`config.mk`:
```
export PLATFORM = sky130hd
export DESIGN_NAME = best_fit_extent_allocator_top
export DESIGN_NICKNAME = d
export VERILOG_FILES = /design/src/rtl/core/bfea_pkg.sv /design/src/rtl/core/bfea_ram.sv /design/src/rtl/core/bfea_datapath.sv /design/src/rtl/core/bfea_ctrl.sv /design/src/rtl/core/best_fit_extent_allocator_top.sv
export SDC_FILE = /design/constraint.sdc
export NUM_CORES = 2
export LEC_CHECK = 0
export BUFFER_PORTS_ARGS = -buffer_cell sky130_fd_sc_hd__buf_2
export CORE_UTILIZATION = 40
export CTS_CLUSTER_SIZE = 14
export DETAILED_ROUTE_END_ITERATION = 7
export PLACE_DENSITY = 0.61
export SLEW_MARGIN = 40
export SYNTH_ARGS = -nofsm -noshare
export SYNTH_HDL_FRONTEND = slang
export SYNTH_SLANG_ARGS = --single-unit
```
`constraint.sdc`:
```
create_clock -name clk_i -period 20.9 [get_ports clk_i]
set_input_delay 4.18 -clock clk_i [delete_from_list [all_inputs] [get_ports clk_i]]
set_output_delay 4.18 -clock clk_i [all_outputs]
set_load 0.05 [all_outputs]
```
`src/rtl/core/bfea_pkg.sv`:
```
// ----------------------------------------------------------------------------
// bfea_pkg
// Shared types and codes for the best-fit extent allocator.
// ----------------------------------------------------------------------------
package bfea_pkg;

  localparam int FIELD_W = 23;
  localparam int NEED_W  = 33;  // rounded length can reach 2^31 at wide alignments

  typedef enum logic [2:0] {
    ST_OK      = 3'd0,
    ST_NOFIT   = 3'd1,
    ST_ZERO    = 3'd2,
    ST_RANGE   = 3'd3,
    ST_OVERLAP = 3'd4,
    ST_FULL    = 3'd5
  } status_e;

  typedef enum logic [2:0] {
    WR_NONE,
    WR_INIT,
    WR_CARVE,
    WR_MOVE,
    WR_LOWER,
    WR_UPPER,
    WR_APPEND,
    WR_SHIFT
  } wr_e;

  typedef struct packed {
    logic    load;
    logic    scan_init;
    logic    shift_init;
    logic    issue;
    logic    eval;
    logic    rd_last;
    wr_e     wr;
    logic    cnt_inc;
    logic    cnt_dec;
    logic    free_sub;
    logic    free_add;
    logic    out_load;
    status_e out_status;
  } cmd_t;

  typedef struct packed {
    logic is_release;
    logic zero_len;
    logic out_range;
    logic scan_done;
    logic best_found;
    logic carve;
    logic low_found;
    logic up_found;
    logic overlap;
    logic table_full;
  } stat_t;

endpackage

```
`src/rtl/core/bfea_ram.sv`:
```
// ----------------------------------------------------------------------------
// bfea_ram
// Simple dual-port RAM: one write port, one read port with registered data.
// ----------------------------------------------------------------------------
module bfea_ram #(
  parameter int WIDTH = 46,
  parameter int DEPTH = 64
) (
  input  logic                     clk_i,
  input  logic                     we_i,
  input  logic [$clog2(DEPTH)-1:0] waddr_i,
  input  logic [WIDTH-1:0]         wdata_i,
  input  logic [$clog2(DEPTH)-1:0] raddr_i,
  output logic [WIDTH-1:0]         rdata_o
);

  logic [WIDTH-1:0] mem_q [DEPTH];

  always_ff @(posedge clk_i) begin
    if (we_i) begin
      mem_q[waddr_i] <= wdata_i;
    end
    rdata_o <= mem_q[raddr_i];
  end

endmodule

```
`src/rtl/core/bfea_datapath.sv`:
```
// ----------------------------------------------------------------------------
// bfea_datapath
// Extent table, scan compare, merge arithmetic, counters and result register.
// ----------------------------------------------------------------------------
module bfea_datapath #(
  parameter int              MAX_EXTENTS = 64,
  parameter longint unsigned ARENA_BYTES = 64'd4194304
) (
  input  logic                         clk_i,
  input  logic                         rst_ni,
  input  logic                         cfg_we_i,
  input  logic [4:0]                   cfg_data_i,
  input  logic                         in_action_i,
  input  logic [bfea_pkg::FIELD_W-1:0] in_start_i,
  input  logic [bfea_pkg::FIELD_W-1:0] in_length_i,
  input  bfea_pkg::cmd_t               cmd_i,
  output bfea_pkg::stat_t              stat_o,
  output logic [bfea_pkg::FIELD_W-1:0] blk_start_o,
  output logic [bfea_pkg::FIELD_W-1:0] blk_len_o,
  output logic [bfea_pkg::FIELD_W-1:0] free_bytes_o
);

  localparam int FW = bfea_pkg::FIELD_W;
  localparam int NW = bfea_pkg::NEED_W;
  localparam int AW = $clog2(ARENA_BYTES + 64'd1);
  localparam int EW = (AW > FW) ? AW : FW;
  localparam int IW = $clog2(MAX_EXTENTS);
  localparam int CW = $clog2(MAX_EXTENTS + 1);

  localparam logic [EW-1:0] ArenaLen = EW'(ARENA_BYTES);
  localparam logic [EW:0]   ArenaEnd = (EW + 1)'(ARENA_BYTES);

  // control state
  logic [4:0]    align_q;
  logic [CW-1:0] cnt_q, cnt_d;
  logic [EW-1:0] free_q, free_d;
  logic          iss_q, iss_d;
  logic [CW-1:0] rem_q, rem_d;
  logic          hit_q, hit_d;
  logic          best_vld_q, best_vld_d;
  logic          low_vld_q, low_vld_d;
  logic          up_vld_q, up_vld_d;
  logic          ovl_q, ovl_d;

  // payload
  logic          action_q;
  logic          dir_dn_q, dir_dn_d;
  logic [IW-1:0] ptr_q, ptr_d;
  logic [IW-1:0] idx_q, idx_d;
  logic [EW-1:0] req_start_q, req_len_q;
  logic [EW:0]   req_end_q;
  logic [NW-1:0] need_q;
  logic [IW-1:0] best_idx_q, best_idx_d;
  logic [EW-1:0] best_start_q, best_start_d, best_len_q, best_len_d;
  logic [IW-1:0] low_idx_q, low_idx_d, up_idx_q, up_idx_d;
  logic [EW-1:0] low_start_q, low_start_d, low_len_q, low_len_d, up_len_q, up_len_d;

  // table access
  logic            we;
  logic [IW-1:0]   waddr, raddr;
  logic [2*EW-1:0] wdata, rdata;
  logic [EW-1:0]   rd_start, rd_len, rd_end;

  // alignment round-up of the request
  logic [NW-1:0] amask, need_d;
  assign amask  = (NW'(1) << align_q) - NW'(1);
  assign need_d = (NW'(in_length_i) + amask) & ~amask;

  assign rd_start = rdata[2*EW-1:EW];
  assign rd_len   = rdata[EW-1:0];
  assign rd_end   = rd_start + rd_len;

  logic eval_on, issue_on;
  logic fit_exact, fit_more, better;
  logic is_low, is_up, is_ovl;

  assign eval_on   = cmd_i.eval && iss_q && !hit_q;
  assign issue_on  = cmd_i.issue && (rem_q != '0) && !hit_q;
  assign fit_exact = need_q == NW'(rd_len);
  assign fit_more  = need_q < NW'(rd_len);
  assign better    = !best_vld_q || (rd_len < best_len_q) ||
                     ((rd_len == best_len_q) && (rd_start < best_start_q));
  assign is_low    = req_end_q - (EW + 1)'(req_len_q) == (EW + 1)'(rd_end);
  assign is_up     = !is_low && (req_end_q == (EW + 1)'(rd_start));
  assign is_ovl    = !is_low && !is_up && (req_end_q > (EW + 1)'(rd_start)) &&
                     ((EW + 1)'(req_start_q) < (EW + 1)'(rd_end));

  always_comb begin
    iss_d        = issue_on;
    rem_d        = rem_q;
    ptr_d        = ptr_q;
    idx_d        = idx_q;
    dir_dn_d     = dir_dn_q;
    hit_d        = hit_q;
    best_vld_d   = best_vld_q;
    best_idx_d   = best_idx_q;
    best_start_d = best_start_q;
    best_len_d   = best_len_q;
    low_vld_d    = low_vld_q;
    low_idx_d    = low_idx_q;
    low_start_d  = low_start_q;
    low_len_d    = low_len_q;
    up_vld_d     = up_vld_q;
    up_idx_d     = up_idx_q;
    up_len_d     = up_len_q;
    ovl_d        = ovl_q;

    if (cmd_i.load) begin
      hit_d      = 1'b0;
      best_vld_d = 1'b0;
      low_vld_d  = 1'b0;
      up_vld_d   = 1'b0;
      ovl_d      = 1'b0;
    end

    if (cmd_i.scan_init) begin
      dir_dn_d = !action_q;
      rem_d    = cnt_q;
      ptr_d    = action_q ? '0 : IW'(cnt_q - CW'(1));
    end

    if (cmd_i.shift_init) begin
      dir_dn_d = 1'b0;
      ptr_d    = up_idx_q + IW'(1);
      rem_d    = cnt_q - CW'(1) - CW'(up_idx_q);
    end

    if (issue_on) begin
      idx_d = ptr_q;
      rem_d = rem_q - CW'(1);
      ptr_d = dir_dn_q ? ptr_q - IW'(1) : ptr_q + IW'(1);
    end

    if (eval_on) begin
      if (!action_q) begin
        if (fit_exact) begin
          hit_d        = 1'b1;
          best_vld_d   = 1'b1;
          best_idx_d   = idx_q;
          best_start_d = rd_start;
          best_len_d   = rd_len;
        end else if (fit_more && better) begin
          best_vld_d   = 1'b1;
          best_idx_d   = idx_q;
          best_start_d = rd_start;
          best_len_d   = rd_len;
        end
      end else begin
        if (is_low && !low_vld_q) begin
          low_vld_d   = 1'b1;
          low_idx_d   = idx_q;
          low_start_d = rd_start;
          low_len_d   = rd_len;
        end
        if (is_up && !up_vld_q) begin
          up_vld_d = 1'b1;
          up_idx_d = idx_q;
          up_len_d = rd_len;
        end
        if (is_ovl) begin
          ovl_d = 1'b1;
        end
      end
    end
  end

  // table write port
  always_comb begin
    we    = 1'b1;
    waddr = '0;
    wdata = '0;
    case (cmd_i.wr)
      bfea_pkg::WR_INIT: begin
        wdata = {{EW{1'b0}}, ArenaLen};
      end
      bfea_pkg::WR_CARVE: begin
        waddr = best_idx_q;
        wdata = {best_start_q + need_q[EW-1:0], best_len_q - need_q[EW-1:0]};
      end
      bfea_pkg::WR_MOVE: begin
        waddr = best_idx_q;
        wdata = rdata;
      end
      bfea_pkg::WR_LOWER: begin
        waddr = low_idx_q;
        wdata = {low_start_q, low_len_q + req_len_q + (up_vld_q ? up_len_q : '0)};
      end
      bfea_pkg::WR_UPPER: begin
        waddr = up_idx_q;
        wdata = {req_start_q, up_len_q + req_len_q};
      end
      bfea_pkg::WR_APPEND: begin
        waddr = IW'(cnt_q);
        wdata = {req_start_q, req_len_q};
      end
      bfea_pkg::WR_SHIFT: begin
        we    = iss_q;
        waddr = idx_q - IW'(1);
        wdata = rdata;
      end
      default: begin
        we = 1'b0;
      end
    endcase
  end

  assign raddr = cmd_i.rd_last ? IW'(cnt_q - CW'(1)) : ptr_q;

  bfea_ram #(
    .WIDTH(2 * EW),
    .DEPTH(MAX_EXTENTS)
  ) u_table (
    .clk_i  (clk_i),
    .we_i   (we),
    .waddr_i(waddr),
    .wdata_i(wdata),
    .raddr_i(raddr),
    .rdata_o(rdata)
  );

  always_comb begin
    cnt_d  = cnt_q;
    free_d = free_q;
    if (cmd_i.cnt_inc) begin
      cnt_d = cnt_q + CW'(1);
    end else if (cmd_i.cnt_dec) begin
      cnt_d = cnt_q - CW'(1);
    end
    if (cmd_i.free_sub) begin
      free_d = free_q - need_q[EW-1:0];
    end else if (cmd_i.free_add) begin
      free_d = free_q + req_len_q;
    end
  end

  always_ff @(posedge clk_i or negedge rst_ni) begin
    if (!rst_ni) begin
      align_q    <= 5'd6;
      cnt_q      <= CW'(1);
      free_q     <= ArenaLen;
      iss_q      <= 1'b0;
      rem_q      <= '0;
      hit_q      <= 1'b0;
      best_vld_q <= 1'b0;
      low_vld_q  <= 1'b0;
      up_vld_q   <= 1'b0;
      ovl_q      <= 1'b0;
    end else begin
      if (cfg_we_i) begin
        align_q <= cfg_data_i;
      end
      cnt_q      <= cnt_d;
      free_q     <= free_d;
      iss_q      <= iss_d;
      rem_q      <= rem_d;
      hit_q      <= hit_d;
      best_vld_q <= best_vld_d;
      low_vld_q  <= low_vld_d;
      up_vld_q   <= up_vld_d;
      ovl_q      <= ovl_d;
    end
  end

  always_ff @(posedge clk_i) begin
    if (cmd_i.load) begin
      action_q    <= in_action_i;
      req_start_q <= EW'(in_start_i);
      req_len_q   <= EW'(in_length_i);
      req_end_q   <= (EW + 1)'(in_start_i) + (EW + 1)'(in_length_i);
      need_q      <= need_d;
    end
    dir_dn_q     <= dir_dn_d;
    ptr_q        <= ptr_d;
    idx_q        <= idx_d;
    best_idx_q   <= best_idx_d;
    best_start_q <= best_start_d;
    best_len_q   <= best_len_d;
    low_idx_q    <= low_idx_d;
    low_start_q  <= low_start_d;
    low_len_q    <= low_len_d;
    up_idx_q     <= up_idx_d;
    up_len_q     <= up_len_d;
    if (cmd_i.out_load) begin
      if (cmd_i.out_status == bfea_pkg::ST_OK && !action_q) begin
        blk_start_o <= best_start_q[FW-1:0];
        blk_len_o   <= need_q[FW-1:0];
      end else begin
        blk_start_o <= '0;
        blk_len_o   <= '0;
      end
      free_bytes_o <= free_q[FW-1:0];
    end
  end

  assign stat_o.is_release = action_q;
  assign stat_o.zero_len   = req_len_q == '0;
  assign stat_o.out_range  = req_end_q > ArenaEnd;
  assign stat_o.scan_done  = hit_q || ((rem_q == '0) && !iss_q);
  assign stat_o.best_found = best_vld_q;
  assign stat_o.carve      = NW'(best_len_q) != need_q;
  assign stat_o.low_found  = low_vld_q;
  assign stat_o.up_found   = up_vld_q;
  assign stat_o.overlap    = ovl_q;
  assign stat_o.table_full = cnt_q == CW'(MAX_EXTENTS);

endmodule

```
`src/rtl/core/bfea_ctrl.sv`:
```
// ----------------------------------------------------------------------------
// bfea_ctrl
// Request sequencer: check, scan, update, and result handoff.
// ----------------------------------------------------------------------------
module bfea_ctrl (
  input  logic            clk_i,
  input  logic            rst_ni,
  input  logic            in_valid_i,
  output logic            in_ready_o,
  output logic            out_valid_o,
  input  logic            out_ready_i,
  output bfea_pkg::status_e out_status_o,
  input  bfea_pkg::stat_t stat_i,
  output bfea_pkg::cmd_t  cmd_o
);

  typedef enum logic [3:0] {
    S_INIT,
    S_IDLE,
    S_CHECK,
    S_SCAN,
    S_DECIDE,
    S_MOVE_RD,
    S_MOVE_WR,
    S_SHIFT,
    S_RESULT
  } state_e;

  state_e            state_q, state_d;
  bfea_pkg::status_e stat_q, stat_d;
  bfea_pkg::status_e res_q, res_d;
  logic              out_vld_q, out_vld_d;

  always_comb begin
    state_d   = state_q;
    stat_d    = stat_q;
    res_d     = res_q;
    cmd_o     = '0;
    cmd_o.wr  = bfea_pkg::WR_NONE;
    cmd_o.out_status = stat_q;
    out_vld_d = out_vld_q && !out_ready_i;

    unique case (state_q)
      S_INIT: begin
        cmd_o.wr = bfea_pkg::WR_INIT;
        state_d  = S_IDLE;
      end
      S_IDLE: begin
        if (in_valid_i) begin
          cmd_o.load = 1'b1;
          state_d    = S_CHECK;
        end
      end
      S_CHECK: begin
        if (stat_i.zero_len) begin
          stat_d  = bfea_pkg::ST_ZERO;
          state_d = S_RESULT;
        end else if (stat_i.is_release && stat_i.out_range) begin
          stat_d  = bfea_pkg::ST_RANGE;
          state_d = S_RESULT;
        end else begin
          cmd_o.scan_init = 1'b1;
          state_d         = S_SCAN;
        end
      end
      S_SCAN: begin
        cmd_o.issue = 1'b1;
        cmd_o.eval  = 1'b1;
        if (stat_i.scan_done) begin
          state_d = S_DECIDE;
        end
      end
      S_DECIDE: begin
        stat_d  = bfea_pkg::ST_OK;
        state_d = S_RESULT;
        if (!stat_i.is_release) begin
          if (!stat_i.best_found) begin
            stat_d = bfea_pkg::ST_NOFIT;
          end else if (stat_i.carve) begin
            cmd_o.wr       = bfea_pkg::WR_CARVE;
            cmd_o.free_sub = 1'b1;
          end else begin
            state_d = S_MOVE_RD;
          end
        end else if (stat_i.overlap) begin
          stat_d = bfea_pkg::ST_OVERLAP;
        end else if (stat_i.low_found) begin
          cmd_o.wr       = bfea_pkg::WR_LOWER;
          cmd_o.free_add = 1'b1;
          if (stat_i.up_found) begin
            // bridged two extents: drop the upper one, close the gap
            cmd_o.shift_init = 1'b1;
            state_d          = S_SHIFT;
          end
        end else if (stat_i.up_found) begin
          cmd_o.wr       = bfea_pkg::WR_UPPER;
          cmd_o.free_add = 1'b1;
        end else if (stat_i.table_full) begin
          stat_d = bfea_pkg::ST_FULL;
        end else begin
          cmd_o.wr       = bfea_pkg::WR_APPEND;
          cmd_o.cnt_inc  = 1'b1;
          cmd_o.free_add = 1'b1;
        end
      end
      S_MOVE_RD: begin
        cmd_o.rd_last = 1'b1;
        state_d       = S_MOVE_WR;
      end
      S_MOVE_WR: begin
        cmd_o.wr       = bfea_pkg::WR_MOVE;
        cmd_o.cnt_dec  = 1'b1;
        cmd_o.free_sub = 1'b1;
        state_d        = S_RESULT;
      end
      S_SHIFT: begin
        cmd_o.issue = 1'b1;
        cmd_o.wr    = bfea_pkg::WR_SHIFT;
        if (stat_i.scan_done) begin
          cmd_o.cnt_dec = 1'b1;
          state_d       = S_RESULT;
        end
      end
      S_RESULT: begin
        if (!out_vld_q || out_ready_i) begin
          cmd_o.out_load = 1'b1;
          out_vld_d      = 1'b1;
          res_d          = stat_q;
          state_d        = S_IDLE;
        end
      end
      default: begin
        state_d = S_IDLE;
      end
    endcase
  end

  always_ff @(posedge clk_i or negedge rst_ni) begin
    if (!rst_ni) begin
      state_q   <= S_INIT;
      stat_q    <= bfea_pkg::ST_OK;
      res_q     <= bfea_pkg::ST_OK;
      out_vld_q <= 1'b0;
    end else begin
      state_q   <= state_d;
      stat_q    <= stat_d;
      res_q     <= res_d;
      out_vld_q <= out_vld_d;
    end
  end

  assign in_ready_o   = state_q == S_IDLE;
  assign out_valid_o  = out_vld_q;
  assign out_status_o = res_q;

endmodule

```
`src/rtl/core/best_fit_extent_allocator_top.sv`:
```
// ----------------------------------------------------------------------------
// best_fit_extent_allocator_top
// Best-fit free-extent allocator with merge on release, one arena.
// ----------------------------------------------------------------------------
//  channel  | dir | tdata / data (low bit up)                  | tuser
//  s_axis   | in  | request_start, request_length (48 b)        | action
//  m_axis   | out | alloc_start, alloc_len, free_bytes (72 b)   | status
//  cfg      | in  | align_log2 (5 b)                            | -
//
//  A request scans its N table entries, one entry read per cycle on the single
//  read port; an exact fit stops the scan early. Using up an extent adds the
//  move read and move write steps; a bridging release shifts down the M entries
//  above the removed one. After reset the init state seeds entry 0. The result
//  register frees the input side; a stalled result holds the next request at
//  its result step.
// ----------------------------------------------------------------------------
module best_fit_extent_allocator_top #(
  parameter int              MAX_EXTENTS = 64,
  parameter longint unsigned ARENA_BYTES = 64'd4194304
) (
  input  logic        clk_i,
  input  logic        rst_ni,
  input  logic        s_axis_tvalid,
  output logic        s_axis_tready,
  input  logic [47:0] s_axis_tdata,   // request_start, request_length, pad
  input  logic [0:0]  s_axis_tuser,   // action
  output logic        m_axis_tvalid,
  input  logic        m_axis_tready,
  output logic [71:0] m_axis_tdata,   // alloc_start, alloc_len, free_bytes, pad
  output logic [2:0]  m_axis_tuser,   // status
  input  logic        cfg_valid_i,
  output logic        cfg_ready_o,
  input  logic [4:0]  cfg_data_i
);

  localparam int FW = bfea_pkg::FIELD_W;

  bfea_pkg::cmd_t    cmd;
  bfea_pkg::stat_t   stat;
  bfea_pkg::status_e out_status;
  logic [FW-1:0]     blk_start, blk_len, free_bytes;

  assign cfg_ready_o = 1'b1;

  bfea_ctrl u_ctrl (
    .clk_i       (clk_i),
    .rst_ni      (rst_ni),
    .in_valid_i  (s_axis_tvalid),
    .in_ready_o  (s_axis_tready),
    .out_valid_o (m_axis_tvalid),
    .out_ready_i (m_axis_tready),
    .out_status_o(out_status),
    .stat_i      (stat),
    .cmd_o       (cmd)
  );

  bfea_datapath #(
    .MAX_EXTENTS(MAX_EXTENTS),
    .ARENA_BYTES(ARENA_BYTES)
  ) u_datapath (
    .clk_i         (clk_i),
    .rst_ni        (rst_ni),
    .cfg_we_i      (cfg_valid_i),
    .cfg_data_i    (cfg_data_i),
    .in_action_i   (s_axis_tuser[0]),
    .in_start_i    (s_axis_tdata[FW-1:0]),
    .in_length_i   (s_axis_tdata[2*FW-1:FW]),
    .cmd_i         (cmd),
    .stat_o        (stat),
    .blk_start_o   (blk_start),
    .blk_len_o     (blk_len),
    .free_bytes_o  (free_bytes)
  );

  // status is held in the controller alongside the valid flag
  assign m_axis_tuser = out_status;
  assign m_axis_tdata = {3'b000, free_bytes, blk_len, blk_start};

endmodule

```
# == Word-level counts from Yosys, hierarchy flattened ==
# Memories as Yosys holds them, arrays and structs flattened. A register that Yosys moved wholly into a read port is not among the register bits.
# Cells that the tools add are included.
# word_totals
wordCells,249
register_bits,378
out_inout_bits,78
ram_bits,2944
memories,1
# memory_table
memory,words,width,read_ports,rd_clocked_by_memory_dff,write_ports,line_no,text
u_datapath.u_table.mem_q,64,46,1,1,1,bfea_ram.sv:17,logic [WIDTH-1:0] mem_q [DEPTH];
# op_classes
n_shift,1
muxes,109
bitwise,3
n_addsub,20
n_eq_ne,26
order_cmp,6
n_reduce_logical,50
# ops
cell,count
46-bit one-hot mux with 6 select lines,1
23-bit two-way mux,7
23-bit adder,6
23-bit less-than comparator,3
4-bit two-way mux,14
1-bit two-way mux,55
24-bit by 23-bit equality test with 1-bit output,2
6-bit two-way mux,8
23-bit subtractor,2
7-bit two-way mux,5
23-bit by 33-bit adder with 33-bit output,1
33-bit AND,1
33-bit by 23-bit equality test with 1-bit output,1
33-bit by 23-bit less-than comparator with 1-bit output,1
3-bit two-way mux,11
23-bit by 33-bit != test with 1-bit output,1
33-bit NOT,1
"1-bit by 5-bit << shifter with 33-bit output, first input constant",1
"33-bit by 2-bit subtractor with 33-bit output, second input constant",1
4-bit one-hot mux with 8 select lines,1
6-bit one-hot mux with 5 select lines,1
23-bit by 23-bit adder with 24-bit output,1
24-bit by 23-bit > comparator with 1-bit output,1
"24-bit by 23-bit > comparator with 1-bit output, second input constant",1
other kinds (38),88

# == Depth between registers and ports, before layout ==
# logic_depth
depth_word,12
depth_mapped,25
depth_no_buf,23

# == Cells and area by module ==
# From an unflattened synthesis, not the netlist that was laid out.
# hier_totals
cells_unflattened,7821
area_unflattened_um2,141756.0
# modules_own_cells
mod,instances,area_per_inst_um2,cells_per_inst
bfea_ram,1,112181.3,4786
bfea_datapath,1,28788.9,2945
bfea_ctrl,1,748.2,84
best_fit_extent_allocator_top,1,37.5,6

# == Least setup slack after synthesis ==
# OpenSTA, ideal clock, no wires.
# synth_timing
path_type,reg2reg
from,reg u_datapath.need_q[1]
to,"mem u_datapath.u_table.mem_q[0][44], data pin"
n_path_buf,0
path_slack_ps,13315
path_stages_with_launch,13
required_time_ps,19892
arrival_ps,6577
path_cell_list,edfxtp_1 -> ha_1 -> a21o_1 -> a21oi_1 -> o21bai_1 -> a21oi_1 -> o21bai_1 -> a41oi_1 -> a211o_1 -> o31ai_1 -> nor2b_1 -> nand3_1 -> o311ai_0
# synth_between
elab_chain_len,8
# synth_rtl
item,line_no,text
"start, declared",bfea_datapath.sv:52,logic [NW-1:0] need_q;
"start signal, assigned",bfea_datapath.sv:270,need_q <= need_d;
23-bit by 33-bit != test with 1-bit output,bfea_datapath.sv:300,assign stat_o.carve = NW'(best_len_q) != need_q;
2-bit two-way mux,bfea_ctrl.sv:79,end else if (stat_i.carve) begin
3-bit two-way mux,bfea_ctrl.sv:77,if (!stat_i.best_found) begin
3-bit two-way mux,bfea_ctrl.sv:76,if (!stat_i.is_release) begin
3-bit one-hot mux with 4 select lines,bfea_ctrl.sv:43,unique case (state_q)
3-bit by 2-bit equality test with 1-bit output or 3-bit equality test (tied branches),bfea_datapath.sv:172,case (cmd_i.wr)
2-bit OR reduction (no line),--,
46-bit one-hot mux with 6 select lines (*),bfea_datapath.sv:172,
via u_datapath.u_table.wdata_i[44],bfea_ram.sv:12,"input logic [WIDTH-1:0] wdata_i,"
"end, declared",bfea_ram.sv:17,
# Mark *: on every way through the listed nets, which the timed path passes. The rest lies on a longest branch.

# == Worst setup path after layout ==
# layout_timing
from,reg u_datapath.need_q[5]
to,reg u_datapath.free_q[21]
# layout_between
elab_chain_len,6
# layout_rtl
item,line_no,text
23-bit by 33-bit != test with 1-bit output,bfea_datapath.sv:300,
1-bit two-way mux,bfea_ctrl.sv:79,
1-bit two-way mux,bfea_ctrl.sv:77,
1-bit two-way mux,bfea_ctrl.sv:76,
1-bit one-hot mux with 2 select lines,bfea_ctrl.sv:43,
23-bit two-way mux or 2-bit nonzero test (tied branches),--,
"end signal, assigned",bfea_datapath.sv:240,free_q <= ArenaLen;
"end signal, assigned",bfea_datapath.sv:253,free_q <= free_d;
"end, declared",bfea_datapath.sv:36,"logic [EW-1:0] free_q, free_d;"
# Parallel ways exist; a longest one is shown, timed or not.
# A chain may end at the register's enable or synchronous reset.

==> Flow_metrics.wiki <==
{| class="wikitable"
! Metric !! Value
|-
| Initial antenna violation count || 14
|-
| Synth area leaders || sky130_fd_sc_hd__edfxtp_1, sky130_fd_sc_hd__mux4_2, sky130_fd_sc_hd__ha_1
|-
| Number of distinct library cells after synthesis || 90
|-
| IO Pins || 137
|-
| Worst Max-Slew Pin Slew || 0.959 ns
|-
| Relative area change from synthesis to final layout || 13.8%
|-
| Sequential cell area fraction in the yosys report || 70.4%
|-
| Top fanout value on the critical path || 46
|-
| Worst path most repeated cell || sky130_fd_sc_hd__o21ai_0
|-
| Vertical extent of the die || 599 um
|-
| Initial detailed-routing violation count || 7826
|-
| Post-synthesis cell count || 7883
|-
| Slew margin rel. || 35.7%
|-
| WL per Instance || 27.1 um
|-
| Reg clk slew, reported paths || 0.06 ns
|-
| DR vias || 75800
|-
| Nature of the critical path startpoint || register
|-
| Full die area || 359000 um^2
|-
| H-tree Lvls || 5
|-
| Post-cts hold buffer count || 0
|-
| Pin count of the biggest net entering global routing || 118
|-
| DRC violations left || 0
|-
| Wire length of the first global-routing pass || 523000 um
|-
| Kind of cell adding the most delay to the critical path || compound AO/OA/AOI/OAI gates
|-
| Critical Setup Path Class || reg2reg
|-
| Number of buffers on the longest clock path || 4
|-
| Kind of end point of the critical path || register
|-
| Master cell of the clock root buffer || sky130_fd_sc_hd__clkbuf_16
|-
| Global routing usage summed across all routing layers || 19.7%
|-
| Placeable core region || 353000 um^2
|-
| Required time of the critical path || 21.66 ns
|-
| Number of nets still failing antenna checks after routing || 0
|-
| Final TNS setup || 0 ns
|-
| Wire length reported by the detailed router || 358000 um
|-
| Max cap viols || 0
|-
| F_max || 139 MHz
|-
| Mean Syn Cell Area || 18.1 um^2
|-
| Type of the worst min-delay path || reg2reg
|-
| Most numerous cell in the Yosys netlist || sky130_fd_sc_hd__edfxtp_1
|-
| Share of synthesized flip-flops with an asynchronous set or reset || 1.75%
|-
| TritonCTS clock tree || built
|-
| Fin. Hold Viols || 0
|-
| Leakage power || 0.0525 uW
|-
| PostCTS Resize Cnt || 0
|-
| Unrepaired setup endpoints after global routing || false
|-
| Standard cell with the maximum stage delay on the critical path || sky130_fd_sc_hd__buf_4
|-
| Clock latency reported for the late side of the worst-skew pair || 0.93 ns
|-
| Fraction of layout instances using a drive strength above 1 || 20.7%
|-
| Clock sink total || 3368
|-
| EDFF count, synth || 3262
|-
| Fin nets || 8624
|-
| Final HPWL DP || 212000 um
|-
| Drt via density || 5.73
|-
| Main synth FF type || sky130_fd_sc_hd__edfxtp_1
|-
| Standard-cell rows || 218
|-
| Count of port buffers added during placement || 130
|-
| Drt first pass iters || 7
|-
| Largest clock skew in the final design || 0.0624 ns
|-
| P per Cell Area || 139 nW/um^2
|-
| GP Congestion || 0.883
|-
| Top-area cell type share of the netlist area || 68.7%
|-
| Number of clock buffers inserted by TritonCTS || 353
|-
| Floorplan die width || 599 um
|-
| YS warnings || 0
|-
| Initial Utilization || 40.3%
|-
| Peak VDD IR || 111 uV
|-
| Cell taking the most area after synthesis || sky130_fd_sc_hd__edfxtp_1
|-
| Setup Fix Bufs, Post-CTS || 0
|-
| Worst Path Buf+Inv || 5
|-
| Biggest cell delay along the critical path || 0.64 ns
|-
| Vias in the first global route || 77500
|-
| Setup violation total in the final timing report || 0
|-
| Outcome || complete, no violations
|-
| Period utilization || 34.5%
|-
| Register bit total from synthesis || 3368
|-
| Count of final max-slew check failures || 0
|-
| Post-layout total power || 22500 uW
|-
| Summed instance area of the synthesized netlist || 142000 um^2
|-
| Sum of overflow across all layers after global routing || 0
|-
| Most frequent cells after synthesis || sky130_fd_sc_hd__edfxtp_1, sky130_fd_sc_hd__mux4_2, sky130_fd_sc_hd__a21oi_1
|-
| Data arrival time of the critical path || 7.98 ns
|-
| Tmin final || 7.22 ns
|}
## worst register-to-register path, delay by kind of cell (launching register included)
family	cells	cell delay, ns
AND/OR/NAND/NOR	5	1.40
AO/OA/AOI/OAI	11	2.52
flip-flops	1	0.61
XOR/XNOR	1	0.15
multiplexers	1	0.43
adder cells (fa/ha/maj)	2	0.59
buffers and inverters	5	1.33
## per-layer routing
| layer | share of wire (%) | up-vias | routed length, um | GRT usage [%] |
|---|---|---|---|---|
| li1 | - | 32700 | - | - |
| met1 | 42 | 40000 | 149000 | 26.7 |
| met2 | 50 | 2511 | 178000 | 33.5 |
| met3 | 6.0 | 523 | 21400 | 2.58 |
| met4 | 2.7 | 4 | 9500 | 5.32 |
| met5 | 0.0075 | - | 27 | 0 |
## metrics by stage
stage	utilization [%]	instances	cell area [um^2]	worst slack, ns	hold WS [ns]
after CTS	45.8	13200	162000	13.69	0.477
after detailed placement	42.5	12600	150000	12.95	0.461
after global placement	42.4	12600	150000	12.99	0.463
after global routing	45.9	13200	162000	13.25	0.488
final	45.9	13200	162000	13.68	0.468
after floorplan	-	7886	142000	13.31	0.425
## cell families (layout without fill, tap and decap cells)
logic type	count (synthesis)	after routing	synth area share, %
AOI/OAI and AO/OA	1311	1311	6.04
adders and majority gates	363	363	3.36
xor gates and xnor gates	232	232	1.50
DFF	3368	3368	70.4
buffers and inverters	590	1197	1.70
other	2	13	0.00527
and+or+nand+nor	1088	1088	3.95
muxes	929	929	13.0
## power by group
| group | leakage, uW | internal, uW | switching (uW) |
|---|---|---|---|
| combinational | 0.0170 | 3270 | 4680 |
| clock | 0.00563 | 3610 | 2630 |
| sequential | 0.0299 | 7980 | 368 |
| total | 0.0525 | 14900 | 7680 |
## registers in the layout, indices dropped and copies added (netlist names), 5 cells and up
signal	flops
u_datapath.u_table.mem_q	2944
u_datapath.u_table.rdata_o	46
u_datapath.need_q	33
u_datapath.req_end_q	24
u_datapath.best_len_q	23
u_datapath.best_start_q	23
u_datapath.blk_len_o	23
u_datapath.blk_start_o	23
u_datapath.free_bytes_o	23
u_datapath.free_q	23
u_datapath.low_len_q	23
u_datapath.low_start_q	23
u_datapath.req_len_q	23
u_datapath.req_start_q	23
u_datapath.up_len_q	23
u_datapath.cnt_q	7
u_datapath.rem_q	7
u_datapath.best_idx_q	6
u_datapath.idx_q	6
u_datapath.low_idx_q	6
u_datapath.ptr_q	6
u_datapath.up_idx_q	6
u_datapath.align_q	5
## placed cells by master (no fill, tap or decap), types with 35 or more instances in the layout
master                      synthesis  routed
sky130_fd_sc_hd__nand2b_1          56      56
sky130_fd_sc_hd__nand3_1           46      43
sky130_fd_sc_hd__nor2b_1          223     223
sky130_fd_sc_hd__xor2_1            84      84
sky130_fd_sc_hd__clkbuf_16          0     359
sky130_fd_sc_hd__and2_1            80      80
sky130_fd_sc_hd__nor2_1           240     174
sky130_fd_sc_hd__dfrtp_1           55      54
sky130_fd_sc_hd__mux4_2           736     736
sky130_fd_sc_hd__nor2_4             0      66
sky130_fd_sc_hd__a21oi_1          413     411
sky130_fd_sc_hd__inv_1            220     218
sky130_fd_sc_hd__buf_4              5     150
sky130_fd_sc_hd__xnor2_1          141     141
sky130_fd_sc_hd__a211oi_1         345     324
sky130_fd_sc_hd__mux2i_1          188     188
sky130_fd_sc_hd__o21ai_0          163     152
sky130_fd_sc_hd__edfxtp_1        3262    3262
sky130_fd_sc_hd__a222oi_1          45      45
sky130_fd_sc_hd__clkinv_1           0      57
sky130_fd_sc_hd__a21o_1            95      95
sky130_fd_sc_hd__nand2_1          224     210
sky130_fd_sc_hd__o21a_1            35      35
sky130_fd_sc_hd__nand4_1           40      40
sky130_fd_sc_hd__nor3_1            67      65
sky130_fd_sc_hd__buf_2            153     131
sky130_fd_sc_hd__clkbuf_1         190      81
sky130_fd_sc_hd__ha_1             330     330
sky130_fd_sc_hd__dfxtp_1           47      47
sky130_fd_sc_hd__clkinv_2           0      62
## final timing paths
check | start | to | slack [ns] | depth (start not counted)
min reg2reg | u_datapath.free_q[0] | u_datapath.free_bytes_o[0] | 0.47 | 0
min | u_datapath.free_q[0] | u_datapath.free_bytes_o[0] | 0.47 | 0
max in group asynchronous | rst_ni | u_datapath.rem_q[1] | 17.03 | 2
min in group asynchronous | rst_ni | u_datapath.free_q[8] | 3.31 | 2
max | u_datapath.need_q[5] | u_datapath.free_q[21] | 13.68 | 25
max reg2reg | u_datapath.need_q[5] | u_datapath.free_q[21] | 13.68 | 25
## layout make-up
cell class / count / area (um^2)
Timing Repair Buffer: 331 / 2620
Inverter: 220 / 830
Sequential cell: 3368 / 100000
Fill cell: 29900 / 191000
Clock inverter: 186 / 1990
Tap cell: 4730 / 5920
Multi-Input combinational cell: 3928 / 40800
Antenna cell: 8 / 20.0
Clock buffer: 460 / 9560
(Power assumes the default switching activity.)
